===== src/rtl/core/rab_pkg.sv =====
// rab_pkg: shared types, register indexes and geometry helpers for the
// apron box block. Self-contained; imported by rab_geom, rab_pipe and the top.
`timescale 1ns / 1ps

package rab_pkg;

  // configuration register indexes
  localparam logic [1:0] CFG_MODE_FLAGS    = 2'd0;
  localparam logic [1:0] CFG_WINDOW_WIDTH  = 2'd1;
  localparam logic [1:0] CFG_WINDOW_HEIGHT = 2'd2;

  // mode flag bit positions
  localparam int FLAG_AUTO_CENTER = 0;
  localparam int FLAG_CONTINUOUS  = 1;
  localparam int FLAG_AUTO_ROTATE = 2;

  localparam int CfgIdxW = 2;
  localparam int CfgW    = 12;
  localparam int FlagW   = 3;
  localparam int DimW    = 12;
  localparam int EdgeW   = 13;
  localparam int PosW    = 16;
  localparam int Pos3W   = 18;
  localparam int ThrW    = 14;

  // reset values of the window size
  localparam logic [DimW-1:0] WIDTH_RST  = 12'd640;
  localparam logic [DimW-1:0] HEIGHT_RST = 12'd480;

  // reciprocal of five, exact for arguments below 2**14
  localparam logic [26:0] RECIP5 = 27'd6554;

  typedef struct packed {
    logic [EdgeW-1:0] l;
    logic [EdgeW-1:0] t;
    logic [EdgeW-1:0] r;
    logic [EdgeW-1:0] b;
  } box_t;

  // per-axis figures derived from one window dimension
  typedef struct packed {
    logic [EdgeW-1:0] outer_lo;
    logic [EdgeW-1:0] outer_hi;
    logic [ThrW-1:0]  thr1;
    logic [ThrW-1:0]  thr2;
    logic [ThrW-1:0]  thr3;
    logic             dim_zero;
    logic [DimW-1:0]  quarter;
    logic [DimW-1:0]  three_eighths;
    logic [DimW-1:0]  half;
    logic [DimW-1:0]  three_quarters;
  } axis_t;

  typedef struct packed {
    axis_t x;
    axis_t y;
    box_t  track;
  } geom_t;

  // origin and extent of the inner box along one axis
  typedef struct packed {
    logic [DimW-1:0] org;
    logic [DimW-1:0] ext;
  } span_t;

  // floor(x / 5) for x < 16384
  function automatic logic [DimW-1:0] div5(input logic [ThrW-1:0] x);
    logic [26:0] p;
    p = {13'd0, x} * RECIP5;
    return p[26:15];
  endfunction

  function automatic axis_t calc_axis(input logic [DimW-1:0] n);
    axis_t a;
    logic [ThrW-1:0] n1, n2, n3;
    logic [DimW-1:0] ext;
    logic [DimW-1:0] gap;
    n1  = {2'd0, n};
    n2  = {1'b0, n, 1'b0};
    n3  = n1 + n2;
    ext = div5({n, 2'b00});
    gap = n - ext;
    a.outer_lo       = {2'd0, gap[DimW-1:1]};
    a.outer_hi       = {2'd0, gap[DimW-1:1]} + {1'b0, ext} + 13'd1;
    a.thr1           = n1;
    a.thr2           = n2;
    a.thr3           = n3;
    a.dim_zero       = (n == '0);
    a.quarter        = {2'd0, n[DimW-1:2]};
    a.three_eighths  = {1'b0, n3[DimW+1:3]};
    a.half           = {1'b0, n[DimW-1:1]};
    a.three_quarters = n3[DimW+1:2];
    return a;
  endfunction

  // inner box along one axis, chosen by the third that the position falls in
  function automatic span_t inner_span(input axis_t a, input logic signed [Pos3W-1:0] p3);
    span_t s;
    logic ge1, ge2, ge3;
    ge1 = !a.dim_zero && (p3 >= $signed({4'd0, a.thr1}));
    ge2 = !a.dim_zero && (p3 >= $signed({4'd0, a.thr2}));
    ge3 = !a.dim_zero && (p3 >= $signed({4'd0, a.thr3}));
    if (ge1 && !ge2) begin
      s.org = a.three_eighths;
      s.ext = a.quarter;
    end else begin
      s.ext = a.half;
      if (ge3)      s.org = a.three_quarters;
      else if (ge2) s.org = a.half;
      else          s.org = '0;
    end
    return s;
  endfunction

endpackage


===== src/rtl/core/rab_geom.sv =====
// rab_geom: configuration registers and the registered window geometry
// derived from them. Depends on rab_pkg.
`timescale 1ns / 1ps

module rab_geom (
  input  logic                        clk,
  input  logic                        rst_n,
  input  logic                        cfg_we,
  input  logic [rab_pkg::CfgIdxW-1:0] cfg_index,
  input  logic [rab_pkg::CfgW-1:0]    cfg_wdata,
  output logic [rab_pkg::FlagW-1:0]   mode_flags,
  output rab_pkg::geom_t              geom
);
  import rab_pkg::*;

  logic [FlagW-1:0] flags_r;
  logic [DimW-1:0]  width_r;
  logic [DimW-1:0]  height_r;
  geom_t            geom_r;
  geom_t            geom_nxt;
  logic [DimW-1:0]  tw;
  logic [DimW-1:0]  th;

  // register writes; unknown indexes fall through
  always_ff @(posedge clk) begin
    if (!rst_n) begin
      flags_r  <= '0;
      width_r  <= WIDTH_RST;
      height_r <= HEIGHT_RST;
    end else if (cfg_we) begin
      unique case (cfg_index)
        CFG_MODE_FLAGS:    flags_r  <= cfg_wdata[FlagW-1:0];
        CFG_WINDOW_WIDTH:  width_r  <= cfg_wdata;
        CFG_WINDOW_HEIGHT: height_r <= cfg_wdata;
        default: ;
      endcase
    end
  end

  // derived geometry: outer box, third thresholds, inner candidates, track box
  always_comb begin
    tw = div5({2'd0, width_r});
    th = div5({1'b0, height_r, 1'b0});
    geom_nxt.x       = calc_axis(width_r);
    geom_nxt.y       = calc_axis(height_r);
    geom_nxt.track.l = {tw, 1'b0};
    geom_nxt.track.r = {tw, 1'b0} + {1'b0, tw} + 13'd1;
    geom_nxt.track.t = {2'd0, height_r[DimW-1:1]};
    geom_nxt.track.b = {2'd0, height_r[DimW-1:1]} + {1'b0, th} + 13'd1;
  end

  always_ff @(posedge clk) begin
    geom_r <= geom_nxt;
  end

  assign mode_flags = flags_r;
  assign geom       = geom_r;

endmodule


===== src/rtl/core/rab_pipe.sv =====
// rab_pipe: five-stage datapath from ship position to apron box, with a
// valid bit and local ready at each stage. Depends on rab_pkg.
`timescale 1ns / 1ps

module rab_pipe (
  input  logic                      clk,
  input  logic                      rst_n,
  input  logic [rab_pkg::FlagW-1:0] mode_flags,
  input  rab_pkg::geom_t            geom,
  input  logic                      in_valid,
  output logic                      in_ready,
  input  logic signed [15:0]        in_ship_col,
  input  logic signed [15:0]        in_ship_row,
  output logic                      out_valid,
  input  logic                      out_ready,
  output rab_pkg::box_t             out_box
);
  import rab_pkg::*;

  logic v1_r, v2_r, v3_r, v4_r, vo_r;
  logic rdy1, rdy2, rdy3, rdy4, rdyo;

  logic signed [PosW-1:0]  col1_r, row1_r;
  logic signed [PosW-1:0]  col2_r, row2_r;
  logic signed [Pos3W-1:0] col3x_r, row3x_r;
  logic                    inside3_r, inside3_nxt;
  span_t                   sx3_r, sy3_r;
  logic                    inside4_r;
  box_t                    meet4_r, meet4_nxt;
  box_t                    out_r, out_nxt;

  logic [EdgeW-1:0] il, ir, it, ib;
  logic             disjoint;

  // ready ripples back through empty or draining stages
  assign rdyo     = !vo_r || out_ready;
  assign rdy4     = !v4_r || rdyo;
  assign rdy3     = !v3_r || rdy4;
  assign rdy2     = !v2_r || rdy3;
  assign rdy1     = !v1_r || rdy2;
  assign in_ready = rdy1;

  // valid bits
  always_ff @(posedge clk) begin
    if (!rst_n) begin
      v1_r <= 1'b0;
      v2_r <= 1'b0;
      v3_r <= 1'b0;
      v4_r <= 1'b0;
      vo_r <= 1'b0;
    end else begin
      if (rdy1) v1_r <= in_valid;
      if (rdy2) v2_r <= v1_r;
      if (rdy3) v3_r <= v2_r;
      if (rdy4) v4_r <= v3_r;
      if (rdyo) vo_r <= v4_r;
    end
  end

  // stage 1: capture the position on transfer
  always_ff @(posedge clk) begin
    if (rdy1 && in_valid) begin
      col1_r <= in_ship_col;
      row1_r <= in_ship_row;
    end
  end

  // stage 2: three times the position for the thirds test
  always_ff @(posedge clk) begin
    if (rdy2 && v1_r) begin
      col2_r  <= col1_r;
      row2_r  <= row1_r;
      col3x_r <= (Pos3W'(col1_r) <<< 1) + Pos3W'(col1_r);
      row3x_r <= (Pos3W'(row1_r) <<< 1) + Pos3W'(row1_r);
    end
  end

  // stage 3: containment in the outer box and inner box selection
  always_comb begin
    inside3_nxt = (col2_r >= $signed({3'd0, geom.x.outer_lo})) &&
                  (col2_r <  $signed({3'd0, geom.x.outer_hi})) &&
                  (row2_r >= $signed({3'd0, geom.y.outer_lo})) &&
                  (row2_r <  $signed({3'd0, geom.y.outer_hi}));
  end

  always_ff @(posedge clk) begin
    if (rdy3 && v2_r) begin
      inside3_r <= inside3_nxt;
      sx3_r     <= inner_span(geom.x, col3x_r);
      sy3_r     <= inner_span(geom.y, row3x_r);
    end
  end

  // stage 4: intersection of outer and inner boxes
  always_comb begin
    il = {1'b0, sx3_r.org};
    ir = {1'b0, sx3_r.org} + {1'b0, sx3_r.ext} + 13'd1;
    it = {1'b0, sy3_r.org};
    ib = {1'b0, sy3_r.org} + {1'b0, sy3_r.ext} + 13'd1;
    meet4_nxt.l = (geom.x.outer_lo > il) ? geom.x.outer_lo : il;
    meet4_nxt.r = (geom.x.outer_hi < ir) ? geom.x.outer_hi : ir;
    meet4_nxt.t = (geom.y.outer_lo > it) ? geom.y.outer_lo : it;
    meet4_nxt.b = (geom.y.outer_hi < ib) ? geom.y.outer_hi : ib;
  end

  always_ff @(posedge clk) begin
    if (rdy4 && v3_r) begin
      inside4_r <= inside3_r;
      meet4_r   <= meet4_nxt;
    end
  end

  // output stage: disjoint check and mode selection
  always_comb begin
    disjoint = (meet4_r.r <= meet4_r.l) || (meet4_r.b <= meet4_r.t);
    priority if (!mode_flags[FLAG_AUTO_CENTER] || mode_flags[FLAG_CONTINUOUS]) begin
      out_nxt = '0;
    end else if (mode_flags[FLAG_AUTO_ROTATE]) begin
      out_nxt = geom.track;
    end else if (!inside4_r) begin
      out_nxt.l = geom.x.outer_lo;
      out_nxt.r = geom.x.outer_hi;
      out_nxt.t = geom.y.outer_lo;
      out_nxt.b = geom.y.outer_hi;
    end else if (disjoint) begin
      out_nxt = '0;
    end else begin
      out_nxt = meet4_r;
    end
  end

  always_ff @(posedge clk) begin
    if (rdyo && v4_r) begin
      out_r <= out_nxt;
    end
  end

  assign out_valid = vo_r;
  assign out_box   = out_r;

endmodule


===== src/rtl/core/recenter_apron_box_top.sv =====
// recenter_apron_box_top: top level of the moving-map apron box block.
// Instantiates rab_geom and rab_pipe; depends on rab_pkg.
`timescale 1ns / 1ps

// Takes one ship position per transfer and returns one apron rectangle per
// position, in order. The datapath is a five-stage pipeline: a position is
// accepted every cycle unless a stalled output backs up to the input, and
// its rectangle passes through stages one to four and the output register
// before it is presented. A stalled output holds the full stages in place,
// while empty stages still take new data. Window geometry (fifths, quarters,
// eighths, halves and thresholds) is registered from the configuration
// registers and is first used in the pipeline's third stage, so a position
// may follow a configuration write in the next cycle. Write configuration
// only while no position is in flight.
module recenter_apron_box_top (
  input  logic                        clk,
  input  logic                        rst_n,
  input  logic                        cfg_we,
  input  logic [rab_pkg::CfgIdxW-1:0] cfg_index,
  input  logic [rab_pkg::CfgW-1:0]    cfg_wdata,
  input  logic                        in_valid,
  output logic                        in_ready,
  input  logic signed [15:0]          in_ship_col,
  input  logic signed [15:0]          in_ship_row,
  output logic                        out_valid,
  input  logic                        out_ready,
  output logic [12:0]                 out_apron_left,
  output logic [12:0]                 out_apron_top,
  output logic [12:0]                 out_apron_right,
  output logic [12:0]                 out_apron_bottom
);
  import rab_pkg::*;

  logic [FlagW-1:0] mode_flags;
  geom_t            geom;
  box_t             box;

  // configuration and derived geometry
  rab_geom u_geom (
    .clk        (clk),
    .rst_n      (rst_n),
    .cfg_we     (cfg_we),
    .cfg_index  (cfg_index),
    .cfg_wdata  (cfg_wdata),
    .mode_flags (mode_flags),
    .geom       (geom)
  );

  // position to rectangle pipeline
  rab_pipe u_pipe (
    .clk         (clk),
    .rst_n       (rst_n),
    .mode_flags  (mode_flags),
    .geom        (geom),
    .in_valid    (in_valid),
    .in_ready    (in_ready),
    .in_ship_col (in_ship_col),
    .in_ship_row (in_ship_row),
    .out_valid   (out_valid),
    .out_ready   (out_ready),
    .out_box     (box)
  );

  assign out_apron_left   = box.l;
  assign out_apron_top    = box.t;
  assign out_apron_right  = box.r;
  assign out_apron_bottom = box.b;

endmodule


===== config.mk =====
export PLATFORM = sky130hd
export DESIGN_NAME = recenter_apron_box_top
export DESIGN_NICKNAME = d
export VERILOG_FILES = /design/src/rtl/core/rab_pkg.sv /design/src/rtl/core/rab_geom.sv /design/src/rtl/core/rab_pipe.sv /design/src/rtl/core/recenter_apron_box_top.sv
export SDC_FILE = /design/constraint.sdc
export NUM_CORES = 1
export LEC_CHECK = 0
export BUFFER_PORTS_ARGS = -buffer_cell sky130_fd_sc_hd__buf_4
export CORE_MARGIN = 5
export CORE_UTILIZATION = 30
export DETAILED_ROUTE_END_ITERATION = 16
export PLACE_DENSITY_LB_ADDON = 0.25
export SYNTH_ARGS = -nofsm -noshare
export SYNTH_HDL_FRONTEND = slang
export SYNTH_HIERARCHICAL = 1
export SYNTH_SLANG_ARGS = --single-unit

===== constraint.sdc =====
create_clock -name clk -period 8.7 [get_ports clk]
set_input_delay 1.305 -clock clk [delete_from_list [all_inputs] [get_ports clk]]
set_output_delay 1.305 -clock clk [all_outputs]
set_load 0.02 [all_outputs]

## Word-level counts from Yosys, hierarchy flattened

Index checks and enable logic that the tools add are counted.

| storage, ports and cells | value |
|---|---|
| register bits | 508 |
| bits of input ports | 51 |
| output and inout bits | 54 |
| logic and storage cells | 153 |

| cells by class | value |
|---|---|
| $add $sub $neg | 18 |
| multiply operators | 4 |
| order comparisons | 16 |
| equality and inequality tests | 2 |
| muxes and demuxes | 13 |
| bitwise logic cells | 1 |
| reduce and logical (&&, ||, !) cells | 41 |

Operator list:

| kind | number |
|---|---|
| $mux 50 | 3 |
| $mul 12x12->24 const B | 4 |
| $add 13x1->13 const B | 6 |
| $mux 23 | 2 |
| $mux 11 | 4 |
| $add 17x16->18 | 2 |
| $ge 18x13->1 | 2 |
| $ge 18x14->1 | 2 |
| $ge 18x15->1 | 2 |
| $ge 16x12->1 | 2 |
| $lt 16x14->1 | 2 |
| $add 12x13->14 | 2 |
| $add 11x12->13 | 2 |
| $add 12x12->13 | 2 |
| $le 13x12->1 | 2 |
| $lt 13x13->1 | 2 |
| $mux 13 | 2 |
| $gt 11x12->1 | 2 |
| $logic_not 12->1 | 2 |
| $mux 12 | 2 |
| $sub 12x12->12 | 2 |
| $logic_and 1x1->1 | 16 |
| $add 11x10->12 | 1 |
| $add 11x11->12 | 1 |
| 9 further kinds | 26 |

## Logic depth before layout (Yosys ltp)

Gate-level depths: netlist of the first run.

| logic depth | value |
|---|---|
| word-level depth | 7 |
| mapped depth | 37 |
| gate-level depth less buffers | 37 |

## By module

The synthesis of the first run kept the hierarchy.

Modules (own cells, without submodules):

| module | times used | cells each | area each (sq um) | seq. area each (sq um) |
|---|---|---|---|---|
| rab_pipe | 1 | 1640 | 17957.2 | 7607.3 |
| rab_geom | 1 | 1413 | 13759.4 | 3223.1 |

## Worst setup path after synthesis of the first run

Ideal clock, no wire load.

| timing path | value |
|---|---|
| path type | register to register |
| start | register u_geom.width_r[7] |
| end | register u_geom.geom_r, in the netlist u_geom/geom[271] |
| library setup time | 0.145 ns |
| arrival | 7.864 ns |
| data required time | 8.555 ns |
| path slack | 0.692 ns |
| cell stages (with the launch flop) | 38 |
| path buffers | 0 |
| period minus slack after synthesis | 8.008 ns |
| cells stage by stage | dfxtp_1 > inv_1 > ha_1 > inv_1 > fa_1 > inv_1 > fa_1 > fa_1 > inv_1 > fa_1 > inv_1 > ha_1 > inv_1 > nor2_1 > a311oi_2 > nor2b_1 > nor2_1 > nor2b_1 > [2 not listed] > nor2_1 > xor2_1 > ha_1 > a21oi_1 > inv_1 > a31oi_1 > inv_1 > maj3_2 > maj3_2 > a21o_1 > a21oi_1 > xnor2_1 > ha_1 > o21ai_0 > a41oi_1 > o21ai_2 > a21oi_1 > a31oi_1 |

RTL lines:

| what | RTL line | RTL |
|---|---|---|
| from (decl) | rab_geom.sv:17 | `logic [DimW-1:0] width_r;` |
| from (signal assigned) | rab_geom.sv:33 | `CFG_WINDOW_WIDTH: width_r <= cfg_wdata;` |
| to (signal assigned) | rab_geom.sv:53 | `geom_r <= geom_nxt;` |
| to (decl) | rab_geom.sv:19 | `geom_t geom_r;` |

==> results of run 1 <==
-- state kept, by name, indices dropped and copies added (netlist names), 3 cells and up --
signal,cells
u_geom/geom,134
u_pipe/meet4_r,52
u_pipe/out_box,52
u_pipe/col1_r,16
u_pipe/col2_r,16
u_pipe/col3x_r,16
u_pipe/row1_r,16
u_pipe/row2_r,16
u_pipe/row3x_r,16
u_geom/height_r,12
u_geom/width_r,12
u_pipe/il,12
u_pipe/it,12
u_pipe/sx3_r,12
u_pipe/sy3_r,12
u_geom/mode_flags,3
-- worst reg2reg max path: cells and delay by family, from the launching register on --
| family | cells | cell delay (ns) |
|---|---|---|
| fa+ha+maj | 10 | 4.11 |
| buf+inv | 8 | 0.60 |
| compound gates | 10 | 1.75 |
| xor+xnor | 2 | 0.33 |
| flops | 1 | 0.42 |
| simple gates | 7 | 0.72 |
-- logic make-up after synthesis --
kind of cell    share of synthesized area, %
xor+xnor                               4.036
buf+inv                                9.606
fa+ha+maj                              26.45
compound gates                         14.10
other cells                          0.01182
mux                                    3.827
flops                                  34.15
simple gates                           7.819
-- metrics by stage --
stage | worst slack [ns] | cell area (um^2)
6_report | 0.6397 | 35160
5_1_grt | 0.003962 | 35160
4_1_cts | 0.4712 | 35140
3_5_place_dp | 0.4496 | 33400
3_3_place_gp | 0.5393 | 33400
2_1_floorplan | 0.6917 | 31810
-- power by group through the flow --
stage	registers, mW	clock network, mW	logic [mW]
global route	2.79	2.35	5.80
global placement	2.81	0	5.03
detailed placement	2.81	0	5.09
CTS	2.76	2.28	5.12
finish	2.76	2.21	5.15
floorplan	2.66	0	3.95
-- routing by layer --
metal / GRT usage (%) / share of wire [%] / vias up
li1: - / - / 10650
met1: 22.02 / 51 / 10190
met2: 23.08 / 42 / 339
met3: 2.470 / 4.2 / 99
met4: 3.706 / 2.3 / 2
met5: 0 / 0.015 / -
-- placed cells by master (no fill, tap or decap), types with 18 or more instances in the layout --
master | Yosys | layout
o31ai_1 | 62 | 60
a21o_1 | 71 | 71
buf_4 | 153 | 149
ha_1 | 503 | 503
xnor2_1 | 101 | 100
mux2_2 | 25 | 25
o21bai_1 | 18 | 18
and2_1 | 24 | 24
o211ai_1 | 21 | 21
dfxtp_1 | 166 | 162
o21a_1 | 43 | 43
a31o_2 | 18 | 18
nor3_1 | 27 | 26
a22oi_1 | 52 | 52
nand2_1 | 156 | 156
nand4_1 | 30 | 30
nand2b_1 | 18 | 18
a211oi_1 | 20 | 19
nor2b_1 | 40 | 37
xor2_1 | 37 | 37
o21ai_0 | 59 | 59
inv_1 | 439 | 439
mux2i_1 | 77 | 77
clkbuf_16 | 0 | 54
conb_1 | 1 | 27
a21oi_1 | 112 | 111
edfxtp_1 | 250 | 250
nor2_1 | 106 | 105
fa_1 | 102 | 102
nand3_1 | 33 | 33
a21boi_0 | 28 | 26
-- synthesized netlist by cell type (27+ instances only) --
master    instances  area share [%]
ha_1            503              20
inv_1           439             5.2
edfxtp_1        250              24
dfxtp_1         166              10
nand2_1         156             1.8
buf_4           153             3.6
a21oi_1         112             1.8
nor2_1          106             1.3
fa_1            102             6.4
xnor2_1         101             2.8
mux2i_1          77             2.4
a21o_1           71             1.7
o31ai_1          62             1.5
o21ai_0          59            0.93
a22oi_1          52             1.2
clkbuf_1         44            0.52
o21a_1           43             1.0
nor2b_1          40            0.79
xor2_1           37             1.0
nand3_1          33            0.52
nand4_1          30            0.59
a21boi_0         28            0.66
nor3_1           27            0.43
-- cell type report --
class | count | share of cell area [%]
Multi-Input combinational cell | 2014 | 51.41
Sequential cell | 416 | 30.81
Tap cell | 1391 | 4.949
Inverter | 441 | 4.715
Clock buffer | 72 | 4.206
Timing Repair Buffer | 149 | 3.181
Clock inverter | 21 | 0.7188
Antenna cell | 1 | 0.007116
-- worst paths after layout --
kind | slack, ns | to
setup / recovery | 0.64 | u_geom/geom[271]
hold / removal | 0.39 | u_geom/geom[218]
setup reg to reg | 0.64 | u_geom/geom[271]
hold reg to reg | 0.39 | u_geom/geom[218]
==> metrics, run 1 <==
status finished, final reports clean; Logic pwr share roughly half; worst min-delay path startpoint u_geom/width_r[0]; RSZ-0062 raised after global routing no; clock share of power 21.8%; Critical Path RT a little over 9 ns; leak pwr between 15 and 20 nW; Total Power between 10 and 15 mW; sw frac 40.57%; asr flop ratio synth 0%; r2r startpoint u_geom/width_r[2]; vias in the first global route 21560; Post-Route WL 85.79 mm; overall routing resource usage roughly 15%; multi-input logic area 0.01808 mm^2; root buf cell clkbuf_16; gp weighted congestion 0.8584; CTS sink cnt approximately 420; fin. max-slew vios 0; Filler cells 10720; Worst Tran Pin Value 1.116 ns; share of cells above drive strength 1 11.11%; Worst Reg2Reg Path Length in Cells 37; H-Tree Depth 2; Hold Slack slightly below 0.4 ns; Routed wire per std cell 19.04 um; initial core utilization 30.17%; sequential element share of the synthesized area 34.15%; Synth Area per Inst between 10 and 15 um^2; kind of start point of the critical path flip-flop; Clock Latency Late Sink 0.61 ns; Register Area 0.01084 mm^2; post-CTS setup buffers 0; Ports about 110; Critical Path Start u_geom/width_r[2]; Buf+Inv Stages, Crit Path 8; total grt overflow 0; WHS Path Cells 0; Critical Path Fanout Max 6; synthesis warning total 6; WP depth 37; Rel. slew slack 25.59%; layout net count 3728; initial antenna violation count 3; Net Switching 4.105 mW; fin util 33.45%; largest net degree at the start of global routing 65; vias per cell 4.722; CTS max path bufs 3; Clk pin slew, worst setup/hold paths 0.06 ns; Synth Flop Type edfxtp_1; first-pass GRT wire length roughly 130 mm; placed insts 4411; Final period util roughly 93%; max frequency 124.1 MHz; min-delay worst type reg -> reg; Initial DRT Pass Iterations 5; cell-internal power 6.013 mW; Die Y 335.2 um; Max stage delay cell, worst path fa_1; Antenna Nets Post-Route 0; die width 335.2 um; CTS buffer count 50; Hold Fails Final Rpt 0; WP data arrival 8.55 ns; CTS tree yes; Distinct cells, synth 100; Post-CTS Hold Buffers 0; Crit Path Category reg -> reg; most used cell along the critical path inv_1; Final setup violation count 0; Post-synth EDFFs 250; Resize count post-CTS 0; crit end category flip-flop; HPWL Detailed 69.93 mm; clk_skew 0.02813 ns; Core Rows between 100 and 150; Max Cap Violations 0; Synth Cell Area 0.03172 mm^2; core footprint between 0.1 and 0.15 mm^2; sequential share of power 27.3%; drc violations 0; Seq cells post-synth 416; crit-path leading delay family adder cells; non-filler cells, final 4505; final setup TNS 0 ns; Syn Inst Count 3053; IO buf count 104; DR vias around 21000; DIE AREA 0.1123 mm^2; VDD IR-drop max slightly below 0.2 mV; Final min period 8.060 ns; Iter 0 DRT Violations a little over 1000; Cell Pwr Density 287.7 mW/mm^2; P&R area growth vs syn 10.87%; critical path's largest stage delay 0.55 ns
(Power assumes the default switching activity.)
==> inputs of run 2 (changes only) <==
Settings changed: CORE_UTILIZATION 30 to 25.
==> metrics, run 2 (synthesis results as in run 1) <==
initial core utilization 25.19% (-5.0 points); sw frac 40.68% (+0.12 points); leading cell types in the layout, fill and taps excluded ha_1 (503), inv_1 (439), edfxtp_1 (250); max frequency 124.9 MHz (+0.69%); final worst setup slack 0.6945 ns (+0.05479 ns); Worst Reg2Reg Path Length in Cells 36 (-2.7%); worst min-delay path startpoint u_geom/width_r[0]; Hold Slack 0.4256 ns (+0.03192 ns); H-Tree Depth 2 (unchanged); sequential share of power 27.0% (-0.3 points); crit end category flip-flop; Hold Fails Final Rpt 0 (unchanged); Max Cap Violations 0 (unchanged); critical path's largest stage delay 0.55 ns (about the same); Worst Tran Pin Value 1.092 ns (-0.02377 ns); Final setup violation count 0 (unchanged); Worst Hold End u_geom/geom[218]; Rel. slew slack 26.91% (+1.3 points); IO buf count 104 (unchanged); root buf cell clkbuf_16; multi-input logic area 0.01808 mm^2 (about the same); gp weighted congestion 0.8292 (-3.4%); Logic pwr share 50.7% (-0.2 points); RSZ-0062 raised after global routing no; Placed Area 0.03371 mm^2 (+0.93%); Antenna Nets Post-Route 0 (unchanged); Ports 105 (unchanged); non-filler cells, final 4769 (+5.9%); cell-internal power 6.067 mW (+0.90%); Post-Route WL 88.04 mm (+2.6%); CTS tree yes; Final min period 8.005 ns (-0.05479 ns); min-delay worst type reg -> reg; largest net degree at the start of global routing 65 (unchanged); dpl ws 0.3918 ns (-0.05774 ns); Cell Pwr Density 287.5 mW/mm^2 (about the same); register-to-register setup slack 0.69 ns (+0.05 ns); CTS sink cnt 416 (unchanged); Filler cells 13250 (+24%); Register Area 0.01084 mm^2 (about the same); vias in the first global route 21640 (+0.36%); share of cells above drive strength 1 11.32% (+0.21 points); CTS buffer count 52 (+4.0%); final setup TNS 0 ns (unchanged); core footprint 0.1259 mm^2 (+20%); leak pwr 15.67 nW (+0.14%); Crit Path Category reg -> reg; r2r endpoint u_geom/geom[271]; max reg flops 134 (unchanged); VDD IR-drop max 0.1861 mV (-4.3%); fin. max-slew vios 0 (unchanged); Critical Path Fanout Max 6 (unchanged); total grt overflow 0 (unchanged); Final period util 92.02% (-0.63 points); kind of start point of the critical path flip-flop; max layer used met5; DIE AREA 0.1341 mm^2 (+19%); CTS max path bufs 3 (unchanged); clock share of power 22.3% (+0.5 points); fin util 28.26% (-5.2 points); most used cell along the critical path inv_1; clk_skew 0.02628 ns (-0.001853 ns); Die Y 366.2 um (+9.3%); Critical Path RT 9.19 ns (about the same); Clk pin slew, worst setup/hold paths 0.06 ns (about the same); DR vias 21210 (-0.29%); met2 wire len 36.84 mm (+1.5%); HPWL Detailed 72.25 mm (+3.3%); r2r startpoint u_geom/width_r[6]; Core Rows 130 (+9.2%); WHS Path Cells 0 (unchanged); WP data arrival 8.49 ns (-0.06 ns); DR WL met3 3.624 mm (-0.30%); drc violations 0 (unchanged); die width 366.2 um (+9.3%); initial antenna violation count 3 (unchanged); Clock Latency Late Sink 0.61 ns (about the same); post-route design area 0.03557 mm^2 (+1.2%); wire length on met1 45.46 mm (+3.6%); status finished, final reports clean; Iter 0 DRT Violations 1101 (+7.2%); overall routing resource usage 12.85% (-2.2 points); Net Switching 4.161 mW (+1.4%); Total Power 10.23 mW (+1.1%); Initial DRT Pass Iterations 5 (unchanged); commonest non-fill, non-tap cell in the layout ha_1; Max stage delay cell, worst path fa_1; vias per cell 4.448 (-5.8%); layout net count 3730 (+0.054%); P&R area growth vs syn 12.16%; placed insts 4668 (+5.8%); first-pass GRT wire length 133.7 mm (+2.1%); Routed wire per std cell 18.46 um (-3.1%)
==> run 2: worst max-delay path by stage <==
stage,from,depth (start not counted),endpoint
final,u_geom/width_r[6],36,u_geom/geom[271]
after global routing,u_geom/width_r[6],36,u_geom/geom[271]
after CTS,u_geom/height_r[1],34,u_geom/geom[154]
after detailed placement,u_geom/height_r[1],34,u_geom/geom[154]
after global placement,u_geom/height_r[1],34,u_geom/geom[154]
after floorplan,u_geom/width_r[7],37,u_geom/geom[271]
==> run 2: cell type report <==
| class | instances | area share (%) |
|---|---|---|
| diodes | 2 | 0.01407 |
| clock buffers | 66 | 4.070 |
| clock inverters | 31 | 1.020 |
| inverters | 441 | 4.660 |
| multi-input cells | 2014 | 50.82 |
| flip-flops and latches | 416 | 30.47 |
| well taps | 1650 | 5.804 |
| repair buffers | 149 | 3.144 |
==> run 2: power by group through the flow <==
stage / combinational (mW) / clock, mW / sequential, mW
2_1_floorplan: 3.95 / 0 / 2.66
3_3_place_gp: 5.16 / 0 / 2.81
3_5_place_dp: 5.15 / 0 / 2.81
4_1_cts: 5.19 / 2.36 / 2.76
5_1_grt: 5.92 / 2.44 / 2.79
6_report: 5.18 / 2.28 / 2.76
==> run 2: layer usage <==
layer	up-vias	track usage, %
li1	10670	-
met4	2	3.336
met2	335	19.46
met5	-	0
met1	10110	19.04
met3	101	1.894
==> run 2: critical path, delay by kind of cell, from the launching register on <==
kind	cells	cell delay [ns]
xor+xnor	2	0.32
buf+inv	7	0.51
compound gates	10	1.78
flops	1	0.33
simple gates	7	0.73
fa+ha+maj	10	4.21
==> run 2: repair_timing <==
action | in CTS | in global routing
hold buffers | 0 | 0
buffers inserted | 0 | 2
resized for setup | 0 | 11
endpoints found under the setup margin | 0 | 5
